--- src/clr_pkg.sv ---
// clr_pkg: shared constants and types for the clipped line rasterizer
// no dependencies; used by every module in src
package clr_pkg;

  localparam int COORD_BITS_DEFAULT = 13;
  localparam int DIM_BITS           = 12;
  localparam int OFFSET_BITS        = 24;
  localparam int ADDR_BITS          = 26;
  localparam int COLOR_BITS         = 8;
  localparam int PITCH_BITS         = DIM_BITS + 1;
  localparam int PADDR_BITS         = 4;
  localparam int PDATA_BITS         = 32;

  // opcodes carried on the input tuser
  localparam logic OP_START = 1'b0;
  localparam logic OP_STEP  = 1'b1;

  // register byte addresses
  localparam logic [PADDR_BITS-1:0] ADDR_VIEW_WIDTH  = 4'h0;
  localparam logic [PADDR_BITS-1:0] ADDR_VIEW_HEIGHT = 4'h4;
  localparam logic [PADDR_BITS-1:0] ADDR_ROW_EXTRA   = 4'h8;
  localparam logic [PADDR_BITS-1:0] ADDR_VIEW_OFFSET = 4'hC;

  localparam logic [DIM_BITS-1:0]    RST_VIEW_WIDTH  = 12'd320;
  localparam logic [DIM_BITS-1:0]    RST_VIEW_HEIGHT = 12'd200;
  localparam logic [DIM_BITS-1:0]    RST_ROW_EXTRA   = 12'd0;
  localparam logic [OFFSET_BITS-1:0] RST_VIEW_OFFSET = 24'd0;

  typedef struct packed {
    logic [DIM_BITS-1:0]    view_width;
    logic [DIM_BITS-1:0]    view_height;
    logic [DIM_BITS-1:0]    row_extra;
    logic [OFFSET_BITS-1:0] view_offset;
  } cfg_t;

endpackage

--- src/clr_regs.sv ---
// clr_regs: register bank behind the configuration port
// depends on clr_pkg
module clr_regs (
  input  logic                               clk,
  input  logic                               rst,
  input  logic                               psel,
  input  logic                               penable,
  input  logic                               pwrite,
  input  logic [clr_pkg::PADDR_BITS-1:0]     paddr,
  input  logic [clr_pkg::PDATA_BITS-1:0]     pwdata,
  output logic [clr_pkg::PDATA_BITS-1:0]     prdata,
  output logic                               pready,
  output clr_pkg::cfg_t                      cfg
);

  logic wr;

  assign pready = 1'b1;
  assign wr     = psel & penable & pwrite;

  always_ff @(posedge clk) begin
    if (rst) begin
      cfg.view_width  <= clr_pkg::RST_VIEW_WIDTH;
      cfg.view_height <= clr_pkg::RST_VIEW_HEIGHT;
      cfg.row_extra   <= clr_pkg::RST_ROW_EXTRA;
      cfg.view_offset <= clr_pkg::RST_VIEW_OFFSET;
    end else if (wr) begin
      unique case (paddr)
        clr_pkg::ADDR_VIEW_WIDTH:  cfg.view_width  <= pwdata[clr_pkg::DIM_BITS-1:0];
        clr_pkg::ADDR_VIEW_HEIGHT: cfg.view_height <= pwdata[clr_pkg::DIM_BITS-1:0];
        clr_pkg::ADDR_ROW_EXTRA:   cfg.row_extra   <= pwdata[clr_pkg::DIM_BITS-1:0];
        clr_pkg::ADDR_VIEW_OFFSET: cfg.view_offset <= pwdata[clr_pkg::OFFSET_BITS-1:0];
        default: ;
      endcase
    end
  end

  always_comb begin
    unique case (paddr)
      clr_pkg::ADDR_VIEW_WIDTH:  prdata = clr_pkg::PDATA_BITS'(cfg.view_width);
      clr_pkg::ADDR_VIEW_HEIGHT: prdata = clr_pkg::PDATA_BITS'(cfg.view_height);
      clr_pkg::ADDR_ROW_EXTRA:   prdata = clr_pkg::PDATA_BITS'(cfg.row_extra);
      clr_pkg::ADDR_VIEW_OFFSET: prdata = clr_pkg::PDATA_BITS'(cfg.view_offset);
      default:                   prdata = '0;
    endcase
  end

endmodule

--- src/clr_stepper.sv ---
// clr_stepper: line state and one error-driven step per transaction
// depends on clr_pkg; feeds clr_address through a one-entry pixel register
module clr_stepper #(
  parameter int COORD_BITS = clr_pkg::COORD_BITS_DEFAULT
) (
  input  logic                            clk,
  input  logic                            rst,
  input  logic                            in_valid,
  output logic                            in_ready,
  input  logic                            in_opcode,
  input  logic [COORD_BITS-1:0]           in_x_start,
  input  logic [COORD_BITS-1:0]           in_y_start,
  input  logic [COORD_BITS-1:0]           in_x_end,
  input  logic [COORD_BITS-1:0]           in_y_end,
  input  logic [clr_pkg::COLOR_BITS-1:0]  in_color,
  input  logic                            take,
  output logic                            pix_valid,
  output logic [COORD_BITS-1:0]           pix_x,
  output logic [COORD_BITS-1:0]           pix_y,
  output logic [clr_pkg::COLOR_BITS-1:0]  pix_color,
  output logic                            pix_last
);

  localparam int DW = COORD_BITS + 1;   // absolute delta
  localparam int EW = COORD_BITS + 3;   // error term

  logic [COORD_BITS-1:0]          cur_x, cur_y, end_x, end_y;
  logic [DW-1:0]                  delta_x, delta_y;
  logic                           step_x_neg, step_y_neg;
  logic signed [EW-1:0]           error_term;
  logic [clr_pkg::COLOR_BITS-1:0] line_color;
  logic                           active;

  logic [COORD_BITS-1:0]          cur_x_next, cur_y_next, end_x_next, end_y_next;
  logic [DW-1:0]                  delta_x_next, delta_y_next;
  logic                           step_x_neg_next, step_y_neg_next;
  logic signed [EW-1:0]           error_term_next;
  logic [clr_pkg::COLOR_BITS-1:0] line_color_next;
  logic                           produce, fin, fire;

  logic signed [DW-1:0]           w, h;
  logic signed [EW-1:0]           dx_s, dy_s;
  logic                           move_x, move_y;

  assign in_ready = !pix_valid || take;
  assign fire     = in_valid && in_ready;

  always_comb begin
    cur_x_next      = cur_x;
    cur_y_next      = cur_y;
    end_x_next      = end_x;
    end_y_next      = end_y;
    delta_x_next    = delta_x;
    delta_y_next    = delta_y;
    step_x_neg_next = step_x_neg;
    step_y_neg_next = step_y_neg;
    error_term_next = error_term;
    line_color_next = line_color;
    produce         = 1'b0;
    w      = $signed({in_x_end[COORD_BITS-1], in_x_end})
           - $signed({in_x_start[COORD_BITS-1], in_x_start});
    h      = $signed({in_y_end[COORD_BITS-1], in_y_end})
           - $signed({in_y_start[COORD_BITS-1], in_y_start});
    dx_s   = $signed({2'b00, delta_x});
    dy_s   = $signed({2'b00, delta_y});
    move_x = error_term > -dx_s;
    move_y = error_term < dy_s;
    if (in_opcode == clr_pkg::OP_START) begin
      produce         = 1'b1;
      cur_x_next      = in_x_start;
      cur_y_next      = in_y_start;
      end_x_next      = in_x_end;
      end_y_next      = in_y_end;
      line_color_next = in_color;
      step_x_neg_next = w[DW-1];
      step_y_neg_next = h[DW-1];
      delta_x_next    = w[DW-1] ? DW'(-w) : DW'(w);
      delta_y_next    = h[DW-1] ? DW'(-h) : DW'(h);
      // half of the major delta, toward zero
      if (delta_x_next > delta_y_next)
        error_term_next = $signed(EW'(delta_x_next >> 1));
      else
        error_term_next = -$signed(EW'(delta_y_next >> 1));
    end else if (active) begin
      produce = 1'b1;
      if (move_x) begin
        cur_x_next = step_x_neg ? cur_x - 1'b1 : cur_x + 1'b1;
      end
      if (move_y) begin
        cur_y_next = step_y_neg ? cur_y - 1'b1 : cur_y + 1'b1;
      end
      error_term_next = error_term - (move_x ? dy_s : '0) + (move_y ? dx_s : '0);
    end
    fin = (cur_x_next == end_x_next) && (cur_y_next == end_y_next);
  end

  always_ff @(posedge clk) begin
    if (rst) begin
      pix_valid  <= 1'b0;
      active     <= 1'b0;
      cur_x      <= '0;
      cur_y      <= '0;
      end_x      <= '0;
      end_y      <= '0;
      delta_x    <= '0;
      delta_y    <= '0;
      step_x_neg <= 1'b0;
      step_y_neg <= 1'b0;
      error_term <= '0;
      line_color <= '0;
    end else if (fire) begin
      pix_valid  <= produce;
      cur_x      <= cur_x_next;
      cur_y      <= cur_y_next;
      end_x      <= end_x_next;
      end_y      <= end_y_next;
      delta_x    <= delta_x_next;
      delta_y    <= delta_y_next;
      step_x_neg <= step_x_neg_next;
      step_y_neg <= step_y_neg_next;
      error_term <= error_term_next;
      line_color <= line_color_next;
      if (produce) begin
        active <= !fin;
      end
    end else if (take) begin
      pix_valid <= 1'b0;
    end
  end

  // pixel payload follows the state that was just written
  always_ff @(posedge clk) begin
    if (fire && produce) begin
      pix_x     <= cur_x_next;
      pix_y     <= cur_y_next;
      pix_color <= line_color_next;
      pix_last  <= fin;
    end
  end

endmodule

--- src/clr_address.sv ---
// clr_address: clip test, frame-buffer address and output register
// depends on clr_pkg; takes pixels from clr_stepper
module clr_address #(
  parameter int COORD_BITS = clr_pkg::COORD_BITS_DEFAULT
) (
  input  logic                            clk,
  input  logic                            rst,
  input  clr_pkg::cfg_t                   cfg,
  input  logic                            pix_valid,
  input  logic [COORD_BITS-1:0]           pix_x,
  input  logic [COORD_BITS-1:0]           pix_y,
  input  logic [clr_pkg::COLOR_BITS-1:0]  pix_color,
  input  logic                            pix_last,
  output logic                            take,
  output logic                            out_valid,
  input  logic                            out_ready,
  output logic [COORD_BITS-1:0]           out_x,
  output logic [COORD_BITS-1:0]           out_y,
  output logic                            out_we,
  output logic [clr_pkg::ADDR_BITS-1:0]   out_addr,
  output logic [clr_pkg::COLOR_BITS-1:0]  out_color,
  output logic                            out_last
);

  localparam int CW = (COORD_BITS > clr_pkg::DIM_BITS) ? COORD_BITS : clr_pkg::DIM_BITS;
  localparam int PW = clr_pkg::DIM_BITS + clr_pkg::PITCH_BITS;

  logic [CW-1:0]                     x_mag, y_mag;
  logic                              in_view;
  logic [clr_pkg::PITCH_BITS-1:0]    pitch;
  logic [PW-1:0]                     row_base;
  logic [clr_pkg::ADDR_BITS-1:0]     addr;

  assign take = !out_valid || out_ready;

  always_comb begin
    x_mag   = CW'(pix_x);
    y_mag   = CW'(pix_y);
    in_view = !pix_x[COORD_BITS-1] && !pix_y[COORD_BITS-1]
            && (x_mag < CW'(cfg.view_width)) && (y_mag < CW'(cfg.view_height));
    pitch    = clr_pkg::PITCH_BITS'(cfg.view_width) + clr_pkg::PITCH_BITS'(cfg.row_extra);
    // inside the view y is below 4096, so twelve bits carry it
    row_base = clr_pkg::DIM_BITS'(y_mag) * pitch;
    addr     = clr_pkg::ADDR_BITS'(cfg.view_offset) + clr_pkg::ADDR_BITS'(row_base)
             + clr_pkg::ADDR_BITS'(clr_pkg::DIM_BITS'(x_mag));
  end

  always_ff @(posedge clk) begin
    if (rst) begin
      out_valid <= 1'b0;
    end else if (take) begin
      out_valid <= pix_valid;
    end
  end

  always_ff @(posedge clk) begin
    if (take && pix_valid) begin
      out_x     <= pix_x;
      out_y     <= pix_y;
      out_we    <= in_view;
      out_addr  <= in_view ? addr : '0;
      out_color <= pix_color;
      out_last  <= pix_last;
    end
  end

endmodule

--- src/clipped_line_rasterizer.sv ---
// clipped_line_rasterizer: line rasterizer with per-pixel view clipping
// depends on clr_pkg, clr_regs, clr_stepper, clr_address
// pipeline: stepper pixel register, then address multiply and output register
// throughput: one transaction per cycle, start or step, unless the output stalls;
//   the step's error add and compare close in the cycle that accepts it
// reset: synchronous rst clears the pipeline, ends any line, loads register defaults
module clipped_line_rasterizer #(
  parameter int COORD_BITS = clr_pkg::COORD_BITS_DEFAULT
) (
  input  logic                                clk,
  input  logic                                rst,
  // input stream
  input  logic                                s_axis_tvalid,
  output logic                                s_axis_tready,
  // x_start, y_start, x_end, y_end, pen_color, zero pad
  input  logic [((4*COORD_BITS+clr_pkg::COLOR_BITS+7)/8)*8-1:0] s_axis_tdata,
  // opcode
  input  logic                                s_axis_tuser,
  // output stream
  output logic                                m_axis_tvalid,
  input  logic                                m_axis_tready,
  // pixel_x, pixel_y, buffer_address, pixel_color, zero pad
  output logic [((2*COORD_BITS+clr_pkg::ADDR_BITS+clr_pkg::COLOR_BITS+7)/8)*8-1:0]
                                              m_axis_tdata,
  // write_enable
  output logic                                m_axis_tuser,
  output logic                                m_axis_tlast,
  // configuration
  input  logic                                psel,
  input  logic                                penable,
  input  logic                                pwrite,
  input  logic [clr_pkg::PADDR_BITS-1:0]      paddr,
  input  logic [clr_pkg::PDATA_BITS-1:0]      pwdata,
  output logic [clr_pkg::PDATA_BITS-1:0]      prdata,
  output logic                                pready
);

  localparam int CB       = COORD_BITS;
  localparam int OUT_BITS = 2*CB + clr_pkg::ADDR_BITS + clr_pkg::COLOR_BITS;
  localparam int OUT_W    = ((OUT_BITS + 7) / 8) * 8;

  clr_pkg::cfg_t                  cfg;
  logic                           take, pix_valid, pix_last;
  logic [CB-1:0]                  pix_x, pix_y, out_x, out_y;
  logic [clr_pkg::COLOR_BITS-1:0] pix_color, out_color;
  logic [clr_pkg::ADDR_BITS-1:0]  out_addr;
  logic [OUT_BITS-1:0]            out_packed;

  clr_regs u_regs (
    .clk     (clk),
    .rst     (rst),
    .psel    (psel),
    .penable (penable),
    .pwrite  (pwrite),
    .paddr   (paddr),
    .pwdata  (pwdata),
    .prdata  (prdata),
    .pready  (pready),
    .cfg     (cfg)
  );

  clr_stepper #(.COORD_BITS(CB)) u_stepper (
    .clk        (clk),
    .rst        (rst),
    .in_valid   (s_axis_tvalid),
    .in_ready   (s_axis_tready),
    .in_opcode  (s_axis_tuser),
    .in_x_start (s_axis_tdata[CB-1:0]),
    .in_y_start (s_axis_tdata[2*CB-1:CB]),
    .in_x_end   (s_axis_tdata[3*CB-1:2*CB]),
    .in_y_end   (s_axis_tdata[4*CB-1:3*CB]),
    .in_color   (s_axis_tdata[4*CB+clr_pkg::COLOR_BITS-1:4*CB]),
    .take       (take),
    .pix_valid  (pix_valid),
    .pix_x      (pix_x),
    .pix_y      (pix_y),
    .pix_color  (pix_color),
    .pix_last   (pix_last)
  );

  clr_address #(.COORD_BITS(CB)) u_address (
    .clk       (clk),
    .rst       (rst),
    .cfg       (cfg),
    .pix_valid (pix_valid),
    .pix_x     (pix_x),
    .pix_y     (pix_y),
    .pix_color (pix_color),
    .pix_last  (pix_last),
    .take      (take),
    .out_valid (m_axis_tvalid),
    .out_ready (m_axis_tready),
    .out_x     (out_x),
    .out_y     (out_y),
    .out_we    (m_axis_tuser),
    .out_addr  (out_addr),
    .out_color (out_color),
    .out_last  (m_axis_tlast)
  );

  assign out_packed   = {out_color, out_addr, out_y, out_x};
  assign m_axis_tdata = OUT_W'(out_packed);

endmodule
--- config.mk ---
export PLATFORM = sky130hd
export DESIGN_NAME = clipped_line_rasterizer
export DESIGN_NICKNAME = d
export VERILOG_FILES = /design/src/clr_pkg.sv /design/src/clr_regs.sv /design/src/clr_stepper.sv /design/src/clr_address.sv /design/src/clipped_line_rasterizer.sv
export SDC_FILE = /design/constraint.sdc
export NUM_CORES = 1
export LEC_CHECK = 0
export BUFFER_PORTS_ARGS = -buffer_cell sky130_fd_sc_hd__buf_2
export CAP_MARGIN = 30
export CORE_UTILIZATION = 30
export DETAILED_ROUTE_END_ITERATION = 10
export HOLD_SLACK_MARGIN = 0.08
export PLACE_DENSITY = 0.5
export SLEW_MARGIN = 20
export SYNTH_ARGS = -nofsm -noshare
export SYNTH_HDL_FRONTEND = slang
export SYNTH_SLANG_ARGS = --single-unit
--- constraint.sdc ---
create_clock -name clk -period 24.4 [get_ports clk]
set_input_delay 1.22 -clock clk [delete_from_list [all_inputs] [get_ports clk]]
set_output_delay 1.22 -clock clk [all_outputs]
set_load 0.05 [all_outputs]
# Word-level counts from Yosys, hierarchy flattened
# Index checks and enable logic that the tools add are counted.
word_totals:
  reg_bits: 266
  input_bits: 108
  output_inout_bits: 101
classes:
  mux: 23
  reduce_logical: 23
  order_cmp: 5
  eq_ne: 6
  bitwise_logic: 3
  addsub: 15
  n_mul: 1
ops:
  columns: ["op", "count"]
  rows:
  - ["$mux W13", 10]
  - ["$pmux W24 S4", 1]
  - ["$mux W14", 4]
  - ["$mux W16", 3]
  - ["$neg A14 Y14", 2]
  - ["$sub A13 B13 Y14", 2]
  - ["$add A13 B1 Y13 const B", 2]
  - ["$add A24 B25 Y26", 1]
  - ["$add A26 B12 Y26", 1]
  - ["$eq A13 B13 Y1", 2]
  - ["$lt A13 B12 Y1", 2]
  - ["$sub A13 B1 Y13 const B", 2]
  - ["$mul A12 B13 Y25", 1]
  - ["$add A16 B16 Y16", 1]
  - ["$gt A16 B16 Y1", 1]
  - ["$lt A16 B15 Y1", 1]
  - ["$neg A13 Y16", 1]
  - ["$neg A14 Y16", 1]
  - ["$sub A16 B16 Y16", 1]
  - ["$gt A14 B14 Y1", 1]
  - ["$reduce_and A2 Y1", 7]
  - ["$add A12 B12 Y13", 1]
  - ["$eq A4 B4 Y1 const B", 2]
  - ["$mux W8", 1]
  - ["other kinds (10)", 25]

# Longest topological paths before layout
depth:
  depth_word: 8
  mapped_depth: 37

# By module
# Synthesis repeated with hierarchy kept, for this count alone.
hier_totals:
  cells_unflattened: 2867
  area_unflattened_um2: 25021.5
modules_own_cells:
  columns: ["module", "cells_per_inst", "seq_area_each_um2", "area_each_um2", "instances"]
  rows:
  - ["clr_stepper", 1535, 3213.1, 12136.6, 1]
  - ["clr_address", 1023, 1881.8, 9888.2, 1]
  - ["clr_regs", 304, 1201.2, 2962.8, 1]
  - ["clipped_line_rasterizer", 5, 0.0, 33.8, 1]

# Worst setup path before layout
# Ideal clock, no wire load.
synth_path:
  path_type: "register to register"
  from: "reg, netlist name u_regs.cfg[48]"
  to: "reg u_address.out_addr[25] (netlist name), data pin"
  synth_period_minus_slack_ps: 8287
  stages_incl_launch_ff: 38
  setup_slack_ps: 16113
  setup_time_ps: 275
  required_ps: 24125
  arrival_ps: 8013
  path_cell_list: "dfxtp_1 ha_1 inv_1 fa_1 nor2b_1 o21ai_0 a21boi_0 o21ai_0 a21boi_0 o21ai_0 a21boi_0 o21ai_0 a21boi_0 nor2_1 clkbuf_1 and2_1 fa_1 inv_1 (+2 left out) fa_1 fa_1 fa_1 inv_1 fa_1 inv_1 ha_1 a21o_1 a21o_1 a21o_1 a21oi_1 o31ai_1 a21oi_1 o21ai_0 o41ai_1 o21ai_0 xnor2_1 nor2_1"
synth_via:
  elab_chain_len: 4
synth_lines:
  columns: ["element", "line", "source"]
  rows:
  - ["$add A12 B12 Y13", "clr_address.sv:41", "pitch = clr_pkg::PITCH_BITS'(cfg.view_width) + clr_pkg::PITCH_BITS'(cfg.row_extra);"]
  - ["$mul A12 B13 Y25", "clr_address.sv:43", "row_base = clr_pkg::DIM_BITS'(y_mag) * pitch;"]
  - ["$add A24 B25 Y26", "clr_address.sv:44", "addr = clr_pkg::ADDR_BITS'(cfg.view_offset) + clr_pkg::ADDR_BITS'(row_base)"]
  - ["$add A26 B12 Y26", "clr_address.sv:45", "+ clr_pkg::ADDR_BITS'(clr_pkg::DIM_BITS'(x_mag));"]
  - ["end signal, assigned", "clr_address.sv:61", "out_addr <= in_view ? addr : '0;"]
  - ["end, declared", "clr_address.sv:20", "output logic [clr_pkg::ADDR_BITS-1:0] out_addr,"]
# Parallel ways exist; a longest one is shown, timed or not.
# A chain may end at the register's enable or synchronous reset.

# Worst setup path after layout
layout_path:
  from: "reg, netlist name u_regs.cfg[48]"
  to: "reg u_address.out_addr[24] (netlist name), data pin"
layout_via:
  elab_chain_len: 4
layout_lines:
  columns: ["element", "line"]
  rows:
  - ["$add A12 B12 Y13", "clr_address.sv:41"]
  - ["$mul A12 B13 Y25", "clr_address.sv:43"]
  - ["$add A24 B25 Y26", "clr_address.sv:44"]
  - ["$add A26 B12 Y26", "clr_address.sv:45"]
# Parallel ways exist; a longest one is shown, timed or not.

==> impl_metrics.py <==
metrics = {
    "clock_network": {
        "cts.clk_slew.worst_paths_ns": 0.06,
        "clock_sinks": 266,
        "cts_setup_buffers": 0,
        "clk_path_buf_depth": 3,
        "clk_latency_ns": 0.58,
        "cts_resized": 0,
        "cts_made_buffers": 36,
        "h-tree-depth": 2,
        "ctsHoldBuffers": 0,
        "cts_tree": "built",
        "cts-root-buf": "clkbuf_16",
    },
    "setup_path": {
        "critical_path_peak_fanout": 5,
        "crit_path_end_kind": "flip-flop",
        "path_common_cell": "fa_1",
        "crit_slowest_cell": "o41ai_1",
        "cp.arrival_ns": 9.91,
        "r2r.worst_path.cells": 35,
        "critPathKind": "flip-flop to flip-flop",
        "start_kind": "flip-flop",
        "slowest_delay_ns": 0.61,
        "worstPathRequired_ns": 24.71,
    },
    "timing": {
        "finClkSkew_ns": 0.0434,
        "post-route-min-period_ns": 9.60,
        "fmax_mhz": 104,
        "setup_violations": 0,
        "fin_setup_tns_ns": 0,
        "worst_pin_slew_ns": 1.01,
        "grt_setup_unrepaired": "no",
        "finalCritPeriodShare": 0.393,
        "hold_violations": 0,
        "relSlewSlack": 0.324,
        "final_max_slew_viol_count": 0,
    },
    "min_path": {
        "min_path_cells": 0,
        "hp-class": "flip-flop to flip-flop",
    },
    "layout": {
        "areaGrowthSynthToFinish_pct": 14.0,
        "multiInputGateArea_sq_um": 16000,
        "fillers": 8423,
        "fin_nets": 3486,
        "regArea_sq_um": 6300,
        "drive_gt1_frac": 0.105,
    },
    "flow_run": {
        "drv_cap": 0,
    },
    "synthesis": {
        "synth_seq_cells": 266,
        "synth_edf_count": 97,
        "syn_area_sq_um": 24100,
        "synthCells": 2843,
        "avgSynthCellArea_sq_um": 8.48,
        "yosys_warnings": 0,
        "ys_async_sr_fraction": 0,
        "yosys_most_used_dff": "dfxtp_1",
        "yosysUniqueCellTypes": 83,
        "ys_seq_area_frac": 0.261,
    },
    "route": {
        "drt_iter0_markers": 1050,
        "drc": 0,
        "wire_per_inst_um": 18.7,
        "num_vias": 20000,
        "ant_nets": 0,
        "vias_per_cell": 4.92,
        "wl_um": 76000,
        "firstDrtPassIters": 5,
    },
    "grt": {
        "grt_first_pass_wirelength_um": 117000,
        "grt_max_degree": 92,
        "overflow": 0,
        "antenna_found_initial": 2,
        "grt_pass1_vias": 19700,
        "track_usage": 0.185,
    },
    "die": {
        "dieArea_sq_um": 81500,
        "dieWidth_um": 285,
        "start_util": 0.304,
        "core.rowCount": 103,
        "core_area_sq_um": 79300,
        "io_pins": 209,
        "die_height_um": 285,
    },
    "power_and_ir_drop": {
        "total_power_mw": 1.85,
        "total_leakage_power_nw": 12.1,
        "irDropWorstVdd_v": 0.0000366,
        "power_density_nw_per_um2": 67.4,
    },
    "outcome": {
        "outcome": "complete, no violations",
    },
    "placed_design": {
        "portBuffers": 183,
        "gp_congestion": 0.857,
        "hpwl_um": 59300,
    },
}
-- cells in the mapped netlist, types with 42 or more instances --
| master | number | area share |
|---|---|---|
| dfxtp_1 | 169 | 0.14 |
| inv_1 | 359 | 0.056 |
| edfxtp_1 | 97 | 0.12 |
| fa_1 | 162 | 0.13 |
| and2_1 | 95 | 0.025 |
| xnor2_1 | 85 | 0.031 |
| nor3_1 | 74 | 0.015 |
| a21o_1 | 42 | 0.013 |
| a21oi_1 | 231 | 0.048 |
| xor2_1 | 71 | 0.026 |
| nor2_1 | 176 | 0.027 |
| ha_1 | 229 | 0.12 |
| nand2_1 | 411 | 0.064 |
| clkbuf_1 | 102 | 0.016 |
| o21ai_0 | 78 | 0.016 |
-- critical path: cells and delay by family (launching register included) --
kind / cells / cell delay [ns]
fa+ha+maj: 9 / 4.07
compound gates: 14 / 3.48
simple gates: 6 / 0.92
flops: 1 / 0.39
buf+inv: 5 / 0.30
xor+xnor: 1 / 0.17
-- cells in the final DEF, fill, tap and decap left out, types with 37 or more instances in the layout --
cell / count
a21o_1: 42
a21oi_1: 231
and2_1: 95
buf_2: 181
clkbuf_16: 37
dfxtp_1: 169
edfxtp_1: 97
fa_1: 162
ha_1: 229
inv_1: 358
nand2_1: 411
nor2_1: 175
nor3_1: 74
o21ai_0: 78
xnor2_1: 85
xor2_1: 71
-- final cells by class --
class	instances	area share
sequential	266	0.229
tap	1050	0.0478
multi-input combinational	2105	0.583
clock inverter	20	0.0104
antenna	2	0.000182
clock buffer	45	0.0363
timing repair buffer	219	0.0445
inverter	359	0.0491
-- registers in the layout, indices dropped and copies added (netlist names), 8 cells and up --
| name | flops |
|---|---|
| u_address.out_addr | 26 |
| u_stepper.cur_x | 13 |
| u_stepper.end_x | 13 |
| u_stepper.delta_x | 14 |
| u_regs.cfg | 60 |
| u_address.out_color | 8 |
| u_stepper.pix_color | 8 |
| u_address.out_x | 13 |
| u_stepper.pix_x | 13 |
| u_stepper.end_y | 13 |
| u_stepper.pix_y | 13 |
| u_stepper.error_term | 16 |
| u_stepper.line_color | 8 |
| u_address.out_y | 13 |
| u_stepper.delta_y | 14 |
| u_stepper.cur_y | 13 |
-- logic make-up (layout without fill, tap and decap cells) --
logic type | after synthesis | after routing | share of synthesized area
adder cells (fa/ha/maj) | 391 | 391 | 0.253
multiplexers | 44 | 44 | 0.0192
XOR/XNOR | 156 | 156 | 0.0567
flip-flops | 266 | 266 | 0.261
AND/OR/NAND/NOR | 913 | 913 | 0.174
other | 2 | 15 | 0.000312
buffers and inverters | 483 | 643 | 0.0776
AO/OA/AOI/OAI | 588 | 588 | 0.158
-- routing by layer --
| layer | vias up | share of wire | global-route usage |
|---|---|---|---|
| li1 | 9851 | - | - |
| met3 | 86 | 0.051 | 0.0301 |
| met1 | 9668 | 0.46 | 0.247 |
| met4 | 2 | 0.027 | 0.0505 |
| met5 | - | 0.00013 | 0 |
| met2 | 412 | 0.46 | 0.310 |
-- metrics by stage --
step                      instance area [sq um]  std cells  hold WS [ns]  worst slack, ns  utilization
after floorplan                           24100       2854         0.400            16.11            -
after global placement                    26100       3994         0.404            14.53        0.330
after detailed placement                  26100       3995         0.405            14.42        0.330
after CTS                                 27400       4060         0.397            14.40        0.346
after global routing                      27500       4064         0.416            13.91        0.347
final                                     27500       4066         0.404            14.80        0.347
-- where the power goes --
part / internal, mW / switching [mW]
clock: 0.339 / 0.236
combinational: 0.298 / 0.454
sequential: 0.489 / 0.0355
total: 1.13 / 0.726
-- worst paths after layout --
path	startpoint	end	slack, ns
worst min-delay path	u_stepper.pix_color[7]$_DFFE_PP_	u_address.out_color[7]$_DFFE_PP_	0.40
worst max register to register	u_regs.cfg[48]$_SDFFE_PP0P_	u_address.out_addr[24]$_SDFFCE_PN0P_	14.80
worst min register to register	u_stepper.pix_color[7]$_DFFE_PP_	u_address.out_color[7]$_DFFE_PP_	0.40
worst max-delay path	u_regs.cfg[48]$_SDFFE_PP0P_	u_address.out_addr[24]$_SDFFCE_PN0P_	14.80
(Power assumes the default switching activity.)
